### src/rtl/rs_systematic_encoder_unit_assert.svh
// Assertion macros used by the encoder top level.
`ifndef RS_SYSTEMATIC_ENCODER_UNIT_ASSERT_SVH
`define RS_SYSTEMATIC_ENCODER_UNIT_ASSERT_SVH
`ifndef NO_ASSERTIONS
`define RSE_ASSERT(name, prop, msg) \
  name: assert property (@(posedge clk) disable iff (rst) prop) else $error(msg);
`define RSE_ASSERT_RST(name, prop, msg) \
  name: assert property (@(posedge clk) prop) else $error(msg);
`else
`define RSE_ASSERT(name, prop, msg)
`define RSE_ASSERT_RST(name, prop, msg)
`endif
`endif

### src/rtl/rse_pkg.sv
// Package: GF(256) helpers, constants and cell control type for the RS encoder.
package rse_pkg;

  localparam int SYM_W        = 8;
  localparam int CFG_W        = 6;
  localparam int GF_ORDER     = 255;
  localparam int MAX_PARITY_D = 32;
  localparam int RESET_PARITY = 16;
  localparam logic [SYM_W-1:0] GF_REDUCE = 8'h1D;

  typedef struct packed {
    logic init;       // load x^0 generator, clear remainder
    logic build;      // one generator product step
    logic enc;        // message beat accepted
    logic last;       // input beat carries tlast; used only together with enc
    logic shift_par;  // parity beat taken downstream
  } cell_ctl_t;

  function automatic logic [SYM_W-1:0] gf_xtime(input logic [SYM_W-1:0] a);
    gf_xtime = {a[SYM_W-2:0], 1'b0} ^ (a[SYM_W-1] ? GF_REDUCE : '0);
  endfunction

  function automatic logic [SYM_W-1:0] gf_mul(input logic [SYM_W-1:0] a,
                                              input logic [SYM_W-1:0] b);
    logic [SYM_W-1:0] x;
    logic [SYM_W-1:0] acc;
    x   = a;
    acc = '0;
    for (int i = 0; i < SYM_W; i++) begin
      if (b[i]) acc = acc ^ x;
      x = gf_xtime(x);
    end
    gf_mul = acc;
  endfunction

endpackage

### src/rtl/rse_cell.sv
// One LFSR stage: remainder, generator coefficient and parity drain register.
module rse_cell (
  input  logic                     clk,
  input  rse_pkg::cell_ctl_t       ctl,
  input  logic                     g_init,
  input  logic [rse_pkg::SYM_W-1:0] fb,
  input  logic [rse_pkg::SYM_W-1:0] root,
  input  logic [rse_pkg::SYM_W-1:0] rem_lo,
  input  logic [rse_pkg::SYM_W-1:0] g_lo,
  input  logic [rse_pkg::SYM_W-1:0] par_lo,
  output logic [rse_pkg::SYM_W-1:0] rem,
  output logic [rse_pkg::SYM_W-1:0] g,
  output logic [rse_pkg::SYM_W-1:0] par
);
  import rse_pkg::*;

  logic [SYM_W-1:0] rem_next;
  logic [SYM_W-1:0] g_next;

  always_comb begin
    rem_next = rem_lo ^ gf_mul(g, fb);
    // generator times (x + root)
    g_next   = g_lo ^ gf_mul(root, g);
  end

  always_ff @(posedge clk) begin
    if (ctl.init) begin
      g   <= g_init ? SYM_W'(1) : '0;
      rem <= '0;
    end else begin
      if (ctl.build) g <= g_next;
      if (ctl.enc) rem <= ctl.last ? '0 : rem_next;
    end
    if (ctl.enc && ctl.last) begin
      par <= rem_next;
    end else if (ctl.shift_par) begin
      par <= par_lo;
    end
  end

endmodule
### config.mk
export PLATFORM = sky130hd
export DESIGN_NAME = rse_cell
export DESIGN_NICKNAME = d
export VERILOG_FILES = /design/src/rtl/rs_systematic_encoder_unit_assert.svh /design/src/rtl/rse_pkg.sv /design/src/rtl/rse_cell.sv
export SDC_FILE = /design/constraint.sdc
export NUM_CORES = 1
export LEC_CHECK = 0
export ABC_AREA = 1
export CAP_MARGIN = 25
export CELL_PAD_IN_SITES_DETAIL_PLACEMENT = 0
export CELL_PAD_IN_SITES_GLOBAL_PLACEMENT = 2
export CORE_ASPECT_RATIO = 0.7
export CORE_MARGIN = 10
export CORE_UTILIZATION = 33
export CTS_BUF_LIST = sky130_fd_sc_hd__clkbuf_16
export DETAILED_ROUTE_END_ITERATION = 12
export DONT_BUFFER_PORTS = 1
export PLACE_DENSITY = 0.88
export SLEW_MARGIN = 20
export SYNTH_ARGS = -nofsm -noshare
export SYNTH_HDL_FRONTEND = slang
export SYNTH_SLANG_ARGS = --single-unit
### constraint.sdc
create_clock -name clk -period 2.08 [get_ports clk]
set_input_delay 0.208 -clock clk [delete_from_list [all_inputs] [get_ports clk]]
set_output_delay 0.208 -clock clk [all_outputs]
set_load 0.05 [all_outputs]
# Word level (Yosys, flattened, before mapping)
# Cells that the tools add are included.
[totals] out_inout_bits=24 wordCells=72 reg_bits=24 in_bits=47
[op_classes] n_bitwise=30 reduce_logical=3 mux=36
[ops] cell="2-to-1 mux 8 bit" n=21
[ops] cell="XOR 8 bit" n=16
[ops] cell="XOR 8 x 5 -> 8 bit" n=14
[ops] cell="2-to-1 mux 5 bit" n=14
[ops] cell="nonzero test 2 bit" n=2
[ops] cell="logical AND 1 bit" n=1
[ops] cell="2-to-1 mux 1 bit" n=1

# Depth between registers and ports, before layout
# Gate-level depths: netlist (run 1).
[depth] depth_word=19 depth_mapped=18 mapped_depth_nobuf=17

# Worst setup path after synthesis (run 1)
# No wires, ideal clock.
[synth_timing] kind="reg-to-reg" startpoint="reg g[3] (netlist bit)" endpoint="reg par[4] (netlist bit) (data pin)" setup_time_ns=0.254 stages_incl_launch_ff=17 period_less_slack_ns=2.191 path_slack_ns=-0.111 required_time_ns=1.826 arrival_ns=1.937 n_path_buf=1 path_cell_list="edfxtp_1 > buf_4 > nand2_1 > nand2_2 > nand2_1 > nand2_2 > inv_2 > nand2_2 > nand2_2 > nand2_1 > inv_2 > nor2_1 > nand2_1 > nand2_1 > nand2_1 > nand3_1 > nand2_1"
[synth_between] elab_chain_len=17 elab_cells_between_ends=24 classes_between="9 x mux; 15 x bitwise"
[synth_rtl] element="start, declared" line_no="rse_cell.sv:12" text="output logic [rse_pkg::SYM_W-1:0] g,"
[synth_rtl] element="start signal, assigned" line_no="rse_cell.sv:28" text="g <= g_init ? SYM_W'(1) : '0;"
[synth_rtl] element="start signal, assigned" line_no="rse_cell.sv:31" text="if (ctl.build) g <= g_next;"
[synth_rtl] element="XOR 8 x 5 -> 8 bit *" line_no="rse_pkg.sv:20" text="gf_xtime = {a[SYM_W-2:0], 1'b0} ^ (a[SYM_W-1] ? GF_REDUCE : '0);"
[synth_rtl] element="XOR 8 bit" line_no="rse_pkg.sv:30" text="if (b[i]) acc = acc ^ x;"
[synth_rtl] element="2-to-1 mux 8 bit" line_no="rse_pkg.sv:30"
[synth_rtl] element="XOR 8 bit" line_no="rse_pkg.sv:30"
[synth_rtl] element="2-to-1 mux 8 bit" line_no="rse_pkg.sv:30"
[synth_rtl] element="XOR 8 bit" line_no="rse_pkg.sv:30"
[synth_rtl] element="2-to-1 mux 8 bit" line_no="rse_pkg.sv:30"
[synth_rtl] element="XOR 8 bit" line_no="rse_pkg.sv:30"
[synth_rtl] element="2-to-1 mux 8 bit" line_no="rse_pkg.sv:30"
[synth_rtl] element="XOR 8 bit" line_no="rse_pkg.sv:30"
[synth_rtl] element="2-to-1 mux 8 bit" line_no="rse_pkg.sv:30"
[synth_rtl] element="XOR 8 bit" line_no="rse_pkg.sv:30"
[synth_rtl] element="2-to-1 mux 8 bit" line_no="rse_pkg.sv:30"
[synth_rtl] element="XOR 8 bit" line_no="rse_pkg.sv:30"
[synth_rtl] element="2-to-1 mux 8 bit *" line_no="rse_pkg.sv:30"
[synth_rtl] element="XOR 8 bit *" line_no="rse_cell.sv:21" text="rem_next = rem_lo ^ gf_mul(g, fb);"
[synth_rtl] element="2-to-1 mux 8 bit *" line_no="rse_cell.sv:34" text="if (ctl.enc && ctl.last) begin"
[synth_rtl] element="end signal, assigned" line_no="rse_cell.sv:35" text="par <= rem_next;"
[synth_rtl] element="end signal, assigned" line_no="rse_cell.sv:37" text="par <= par_lo;"
[synth_rtl] element="end, declared" line_no="rse_cell.sv:13" text="output logic [rse_pkg::SYM_W-1:0] par"
# Mark *: on every way between the ends. The rest lies on a longest branch, timed or not.
# A chain may end at the register's enable or synchronous reset.

# Worst setup path in the final report (run 1)
[layout_timing] startpoint="reg g[7] (netlist bit)" endpoint="reg par[7] (netlist bit) (data pin)"
[layout_between] elab_chain_len=17 elab_cells_between_ends=24 classes_between="10 x mux; 14 x bitwise"
[layout_rtl] element="2-to-1 mux 8 bit" line_no="rse_pkg.sv:30"
[layout_rtl] element="XOR 8 bit" line_no="rse_pkg.sv:30"
[layout_rtl] element="2-to-1 mux 8 bit" line_no="rse_pkg.sv:30"
[layout_rtl] element="XOR 8 bit" line_no="rse_pkg.sv:30"
[layout_rtl] element="2-to-1 mux 8 bit" line_no="rse_pkg.sv:30"
[layout_rtl] element="XOR 8 bit" line_no="rse_pkg.sv:30"
[layout_rtl] element="2-to-1 mux 8 bit" line_no="rse_pkg.sv:30"
[layout_rtl] element="XOR 8 bit" line_no="rse_pkg.sv:30"
[layout_rtl] element="2-to-1 mux 8 bit" line_no="rse_pkg.sv:30"
[layout_rtl] element="XOR 8 bit" line_no="rse_pkg.sv:30"
[layout_rtl] element="2-to-1 mux 8 bit" line_no="rse_pkg.sv:30"
[layout_rtl] element="XOR 8 bit" line_no="rse_pkg.sv:30"
[layout_rtl] element="2-to-1 mux 8 bit *" line_no="rse_pkg.sv:30"
[layout_rtl] element="XOR 8 bit" line_no="rse_pkg.sv:30"
[layout_rtl] element="2-to-1 mux 8 bit *" line_no="rse_pkg.sv:30"
[layout_rtl] element="XOR 8 bit *" line_no="rse_cell.sv:21"
[layout_rtl] element="2-to-1 mux 8 bit *" line_no="rse_cell.sv:34"
# Marked as above.

==> impl_results.md, run 1 <==
* Slowest-stage cell, CP: edfxtp_1
* Die width at between 150 and 200 um
* Synth Instances at between 700 and 800
* Largest family of logic cells by synthesized area: simple AND/OR/NAND/NOR gates
* Starting DRT DRC Count at 332
* Final period utilization at 1.04
* Crit start category: register
* CTS Root Cell: clkbuf_16
* Crit-path most repeated cell: nand2_1
* Site row count at 33
* RSZ-0062 raised after global routing: true
* Final setup violation count at 8
* Final Wtd Congestion at around 0.86
* TritonCTS clock tree: yes
* Total Power at just over 0.01 W
* Crit path kind: register to register
* Net Sw Power at a little under 0.006 W
* Post-DP HPWL at 11,300 um
* Clk buf depth at 2
* Sequential fraction of the synthesis area at 0.160
* Aggregate global routing overflow at 0
* Reg power frac at 0.119
* Final Routed Wirelength at 14,600 um
* Complex-gate fraction of the synthesized area at 0.0382
* Net Count, Synth at approximately 760
* Vias in the first global route at between 3k and 4k
* Cell Count Post-Placement at approximately 880
* Worst-Skew Late Latency at around 0.27 ns
* Clock sinks at 24
* Commonest non-fill, non-tap cells in the layout: 256 x nand2_1, 68 x inv_1, 60 x nand3_1, 58 x nand2_2
* Worst setup margin at -0.0856 ns
* Area grow syn2layout at 31.7%
* Simple-gate area share of the yosys netlist at 0.506
* Final Net Count at about 810
* Share of layout cells above drive strength 1 at 0.282
* Multiplexer area fraction after synthesis at 0
* Pin count of the biggest net entering global routing at 15
* Final hold violations at 0
* Critical Path Fanout Max at 8
* Setup TNS at -0.237 ns
* Sw Ratio at 0.571
* Area of the die at roughly 17,000 sq um
* Final ANT Viol Nets at 0
* Status: complete, but fails checks
* Peak supply drop at 547 uV
* Violated checks: negative setup slack
* Die height at approximately 110 um
* DP Area at between 4000 and 5000 sq um
* Global-route wire length before repair at about 21,000 um
* CP Capture Type: register
* Remaining DRCs at 0
* Final instance area at ~5300 sq um
* Leak pwr at about 2.7 nW
* Vias per cell at between 4 and 5
* Reg clk slew, reported paths at roughly 0.07 ns
* Crit-path cells: inv_4 -> buf_4 -> nand2_1 -> nand3_2 -> nand2_4 -> nand2_2 -> nand2_4 -> nand2_1 -> xnor2_2 -> or2_1 -> nand3_2 -> nand2_1
* Yosys Warn Count at 0
* Final Skew at ~0.0063 ns
* Most common cell after layout, fill and taps aside: nand2_1
* Required time of the critical path at ~2.1 ns
* P per Cell Area at 1970 nW/um^2
* CP bufs+invs at 2
* H-tree depth at 1
* Measured slew at the worst slew-check pin at approximately 0.55 ns
* CTS buffer count at 3
* HP Class: primary input to register
* Xor/xnor cell area share of the yosys netlist at 0.178
* Core Area at about 12,000 sq um
* Initial DRT Pass Iterations at 5
* Finished Layout Cells at between 900 and 1k
* Via count at between 4k and 5k
* Slew Limit Fails at 0
* Initial Utilization at 0.340
* Fmax achieved at ~460 MHz
* Minimum hold slack at 0.00933 ns
* Tmin final at between 2 and 2.5 ns
* GRT Util Overall at 0.156
* Post-DR wirelength/cell at around 16 um
* Synth Area in Adders at 0
* Largest delay share family, worst path: simple AND/OR/NAND/NOR gates
* Max_cap viols at 0
* Top-level port count at 71
* Clock Power Share at 0.051
* Relative slew margins at 0.630
* #FFs+latches synth at 24
* Critical path's largest stage delay at roughly 0.50 ns
* Antenna violations before repair at 0
* Syn Std Cell Area at about 4000 sq um
* Worst endpoint data arrival time at about 2.2 ns
* Internal power at 0.00446 W
* Netlist cell types at 30
* Combinational power share at 0.830
* Ant diodes at 0
* Number of port buffers at 0
* Syn_area_per_cell at 5.57 sq um
power groups by stage:
stage / clock network, W / registers [W] / logic, W
final: 0.000529 / 0.00123 / 0.00862
after global routing: 0.000556 / 0.00126 / 0.00946
after CTS: 0.000538 / 0.00125 / 0.00710
after detailed placement: 0 / 0.00127 / 0.00674
after global placement: 0 / 0.00127 / 0.00667
after floorplan: 0 / 0.00146 / 0.00489
state kept, by name, indices dropped and copies added, names as in the netlist:
register,count
g,8
rem,8
par,8
Yosys cell counts (all sizes together):
library cell | number | share of area
nand3b | 5 | 0.0094
o21ai | 4 | 0.0050
nand2 | 332 | 0.33
nand3 | 77 | 0.099
clkbuf | 6 | 0.0056
a31oi | 4 | 0.0063
o21bai | 3 | 0.0056
xor2 | 39 | 0.093
a21oi | 17 | 0.021
xnor2 | 37 | 0.085
clkinv | 2 | 0.0019
inv | 87 | 0.082
nor2 | 53 | 0.051
edfxtp | 16 | 0.12
dfxtp | 8 | 0.040
nand2b | 1 | 0.0016
buf | 16 | 0.028
nand4 | 4 | 0.0063
or2 | 6 | 0.0094
timing repair:
action	CTS	global route
resized for setup	9	121
setup endpoints to repair	4	22
pin swaps	4	70
cloned	1	0
endpoints found under the hold margin	0	5
hold buffers	0	3
setup buffers	14	17
worst reg2reg max path, stage by stage (launching register included):
cell	delay, ns
edfxtp_1	0.50
inv_4	0.09
buf_4	0.17
nand2_1	0.08
nand3_2	0.13
nand2_4	0.12
nand2_2	0.08
nand2_4	0.13
nand2_1	0.11
xnor2_2	0.16
or2_1	0.24
nand3_2	0.08
nand2_1	0.06
logic make-up (layout without fill, tap and decap cells):
group           Yosys count  after routing
compound gates           28             28
buf+inv                 111            157
simple gates            478            478
flops                    24             24
xor+xnor                 76             76
routing by layer:
layer | routed length (um) | track usage | vias up
met2 | 5850 | 0.208 | 152
li1 | - | - | 2277
met4 | 69 | 0.0139 | 0
met3 | 1470 | 0.0397 | 7
met1 | 7210 | 0.248 | 2071
met5 | 0 | 0 | -
worst paths after layout:
| kind | cells past startpoint | slack (ns) | start | end |
|---|---|---|---|---|
| worst min register to register | 2 | 0.72 | rem[2] | rem[2] |
| worst max-delay path | 12 | -0.09 | g[7] | par[7] |
| worst min-delay path | 1 | 0.009 | ctl[4] | rem[2] |
| worst max register to register | 12 | -0.09 | g[7] | par[7] |
final cells by class:
| class | instances | area, sq um |
|---|---|---|
| Multi-Input combinational cell | 582 | 3410 |
| Clock buffer | 4 | 100 |
| Sequential cell | 24 | 641 |
| Inverter | 89 | 345 |
| Fill cell | 1246 | 6500 |
| Tap cell | 157 | 196 |
| Timing Repair Buffer | 64 | 571 |
stage by stage:
| stage | util | setup slack [ns] |
|---|---|---|
| after global routing | 0.447 | -0.168 |
| after CTS | 0.390 | -0.0106 |
| after floorplan | - | -0.0674 |
| final | 0.447 | -0.0856 |
| after global placement | 0.368 | -0.120 |
| after detailed placement | 0.368 | -0.197 |
Note: power is estimated with default switching activity, not from simulation.
==> run 2, diff against run 1 <==
ABC_AREA = 0   (was 1)
CORE_UTILIZATION = 37   (was 33)
HOLD_SLACK_MARGIN = 0.03   (was unset)
==> run 2 against run 1 <==
The run still ends with negative setup slack left; sequential share of layout area increased by 2.9 points; first-iteration DRC count fell by 43%; count of clock-buffer cells in the layout is 1 lower; synthesized area down 16%; critical path type unchanged; highest routed layer unchanged.
==> impl_results.md, run 2 <==
* Violated checks: negative setup slack (unchanged)
* Initial Utilization at 0.375 (was 0.340)
* Core Area at 8960 sq um (was 11,800 sq um)
* CTS buffer count at 3 (unchanged)
* HP Class: primary input to register (unchanged)
* Reg clk slew, reported paths at 0.06 ns (was 0.07 ns)
* Final Wtd Congestion at 0.880 (was 0.864)
* Aggregate global routing overflow at 0 (unchanged)
* Initial DRT Pass Iterations at 4 (was 5)
* Slowest-stage cell, CP: edfxtp_1 (unchanged)
* Netlist cell types at 40 (was 30)
* Main synth FF type: edfxtp_1 (unchanged)
* Top-area cell type share of the netlist area at 0.299 (was 0.291)
* Post-DP HPWL at 7920 um (was 11,300 um)
* Multi-input gate area at 2860 sq um (was 3410 sq um)
* Crit start category: register (unchanged)
* Crit-path most repeated cell: xnor2_1 (was nand2_1)
* Largest family of logic cells by synthesized area: XOR/XNOR gates (was simple AND/OR/NAND/NOR gates)
* Sequential fraction of the synthesis area at 0.190 (was 0.160)
* Largest delay share family, worst path: XOR/XNOR gates (was simple AND/OR/NAND/NOR gates)
* Top-level port count at 71 (unchanged)
* Simple-gate area share of the yosys netlist at 0.191 (was 0.506)
* Starting DRT DRC Count at 190 (was 332)
* Xor/xnor cell area share of the yosys netlist at 0.442 (was 0.178)
* Final ANT Viol Nets at 0 (unchanged)
* Post-DR wirelength/cell at 17.1 um (was 15.9 um)
* Worst endpoint data arrival time at 2.14 ns (was 2.19 ns)
* Remaining DRCs at 0 (unchanged)
* Final Net Count at 521 (was 811)
* Leading area contributor after synthesis: xnor2_1 (was nand2_1)
* # fillers at 861 (was 1,246)
* Most common library cells after synthesis: 118 x nand2_1, 115 x xnor2_1, 49 x xor2_1 (was 310 x nand2_1, 75 x nand3_1, 70 x inv_1)
* Relative slew margins at 0.645 (was 0.630)
* Complex-gate fraction of the synthesized area at 0.100 (was 0.0382)
* Required time of the critical path at 2.08 ns (was 2.10 ns)
* GRT Util Overall at 0.145 (was 0.156)
* Crit-path cells: xor2_4 -> buf_4 -> buf_4 -> xnor2_1 -> nand2_1 -> xnor2_1 -> xnor2_1 -> o21ai_1 (was inv_4 -> buf_4 -> nand2_1 -> nand3_2 -> nand2_4 -> nand2_2 -> nand2_4 -> nand2_1 -> xnor2_2 -> or2_1 -> nand3_2 -> nand2_1)
* Synth Instances at 449 (was 717)
* Area of the die at 13,400 sq um (was 17,000 sq um)
* Die width at 134 um (was 152 um)
* Share of layout cells above drive strength 1 at 0.237 (was 0.282)
* Slew Limit Fails at 0 (unchanged)
* Status: complete, but fails checks (unchanged)
* CP Capture Type: register (unchanged)
* Commonest non-fill, non-tap cells in the layout: 110 x nand2_1, 99 x xnor2_1, 46 x buf_4, 41 x xor2_1, 16 x edfxtp_1 (was 256 x nand2_1, 68 x inv_1, 60 x nand3_1, 58 x nand2_2)
* Final period utilization at 1.03 (was 1.04)
* Measured slew at the worst slew-check pin at 0.531 ns (was 0.553 ns)
* Vias in the first global route at 2,890 (was 3,912)
* Crit path kind: register to register (unchanged)
* DP Area at 3880 sq um (was 4330 sq um)
* Cell with the most instances after synthesis: nand2_1 (unchanged)
* Multiplexer area fraction after synthesis at 0.0186 (was 0)
* Ys async rst share at 0 (unchanged)
* Final Skew at 0.00210 ns (was 0.00631 ns)
* Largest registers: g (8), par (8), rem (8) (unchanged)
* CTS Root Cell: clkbuf_16 (unchanged)
* Fmax achieved at 467 MHz (was 462 MHz)
* Worst-Skew Late Latency at 0.26 ns (was 0.27 ns)
* Number of flops mapped to enable cells by yosys at 16 (unchanged)
* Die height at 99.8 um (was 112 um)
* #FFs+latches synth at 24 (unchanged)
* TritonCTS clock tree: yes (unchanged)
* Ant diodes at 0 (unchanged)
* Final hold violations at 0 (unchanged)
* Yosys Warn Count at 0 (unchanged)
* Site row count at 29 (was 33)
* Via count at 2,983 (was 4,507)
* Worst setup margin at -0.0594 ns (was -0.0856 ns)
* Area contributors post-synth: xnor2_1 30%, edfxtp_1 14%, nand2_1 13% (was nand2_1 29%, edfxtp_1 12%, nand3_1 9.4%)
* Global-route wire length before repair at 15,800 um (was 21,400 um)
* Net Count, Synth at 496 (was 764)
* CP bufs+invs at 2 (unchanged)
* Syn Std Cell Area at 3360 sq um (was 4000 sq um)
* Synth Area in Adders at 0 (unchanged)
* Pin count of the biggest net entering global routing at 20 (was 15)
* Antenna violations before repair at 0 (unchanged)
* Final instance area at 4260 sq um (was 5260 sq um)
* Tmin final at 2.14 ns (was 2.17 ns)
* Syn_area_per_cell at 7.49 sq um (was 5.57 sq um)
* Final setup violation count at 7 (was 8)
* Max_cap viols at 0 (unchanged)
* Clk buf depth at 2 (unchanged)
* H-tree depth at 1 (unchanged)
* Vias per cell at 5.01 (was 4.90)
* Critical path's largest stage delay at 0.53 ns (was 0.50 ns)
* Most common cell after layout, fill and taps aside: nand2_1 (unchanged)
* Register Area at 641 sq um (unchanged)
* Area grow syn2layout at 26.7% (was 31.7%)
* Clock sinks at 24 (unchanged)
* Reg2reg setup slack at -0.06 ns (was -0.09 ns)
* RSZ-0062 raised after global routing: true (unchanged)
* Critical Path Fanout Max at 4 (was 8)
* Number of port buffers at 0 (unchanged)
* Final Routed Wirelength at 10,200 um (was 14,600 um)
-- run 2: cell types whose count changed after synthesis, sizes merged, moves of 6 or more --
cell and change:
clkbuf +17, xor2 +11, inv -77, nand3 -73, o21ai +7, xnor2 +78
o32ai +6, nor2b +6, nand2 -214, nor2 -39
-- run 2: repair_timing --
item,4_1_cts,5_1_grt
gates cloned,0,0
pin swaps,5,32
endpoints found under the setup margin,8,19
hold buffers,1,0
setup buffers,2,11
hold endpoints to repair,2,0
gates resized for setup,13,23
-- run 2: worst paths after layout --
path,endpoint,from,cells after the start
worst min-delay path,rem[3],ctl[4],1
worst max-delay path,par[2],g[2],8
worst max register to register,par[2],g[2],8
worst min register to register,rem[5],rem[5],2
-- run 2: cell families after synthesis --
| logic type | after synthesis |
|---|---|
| flip-flops | 24 |
| multiplexers | 6 |
| XOR/XNOR | 166 |
| AND/OR/NAND/NOR | 155 |
| buffers and inverters | 48 |
| AO/OA/AOI/OAI | 50 |
-- run 2: routing by layer --
layer,vias to the layer above,track usage,part of all wire
met5,-,0,0
met4,0,0.0133,0.0058
met3,6,0.0339,0.074
met2,79,0.218,0.44
met1,1430,0.211,0.48
li1,1468,-,-
-- run 2: final cells by class --
type / count / area share
clock buffer: 3 / 0.0176
inverter: 11 / 0.00969
multi-input combinational: 377 / 0.671
sequential: 24 / 0.150
tap: 124 / 0.0364
timing repair buffer: 57 / 0.115
-- run 2: metrics by stage --
step	util	instances	worst slack, ns	hold WS [ns]	TNS, ns
4_1_cts	0.453	587	-0.0234	0.0463	-0.0234
6_report	0.475	596	-0.0594	0.0448	-0.200
2_1_floorplan	-	449	-0.178	0.395	-2.19
3_3_place_gp	0.433	581	-0.0620	0.289	-0.165
5_1_grt	0.475	596	-0.216	0.0428	-1.78
3_5_place_dp	0.433	581	-0.0607	0.293	-0.231
Power of run 2 is left out: the tool's default activity adds up to more than one toggle a clock period on the data nets, which glitch-free logic cannot reach.
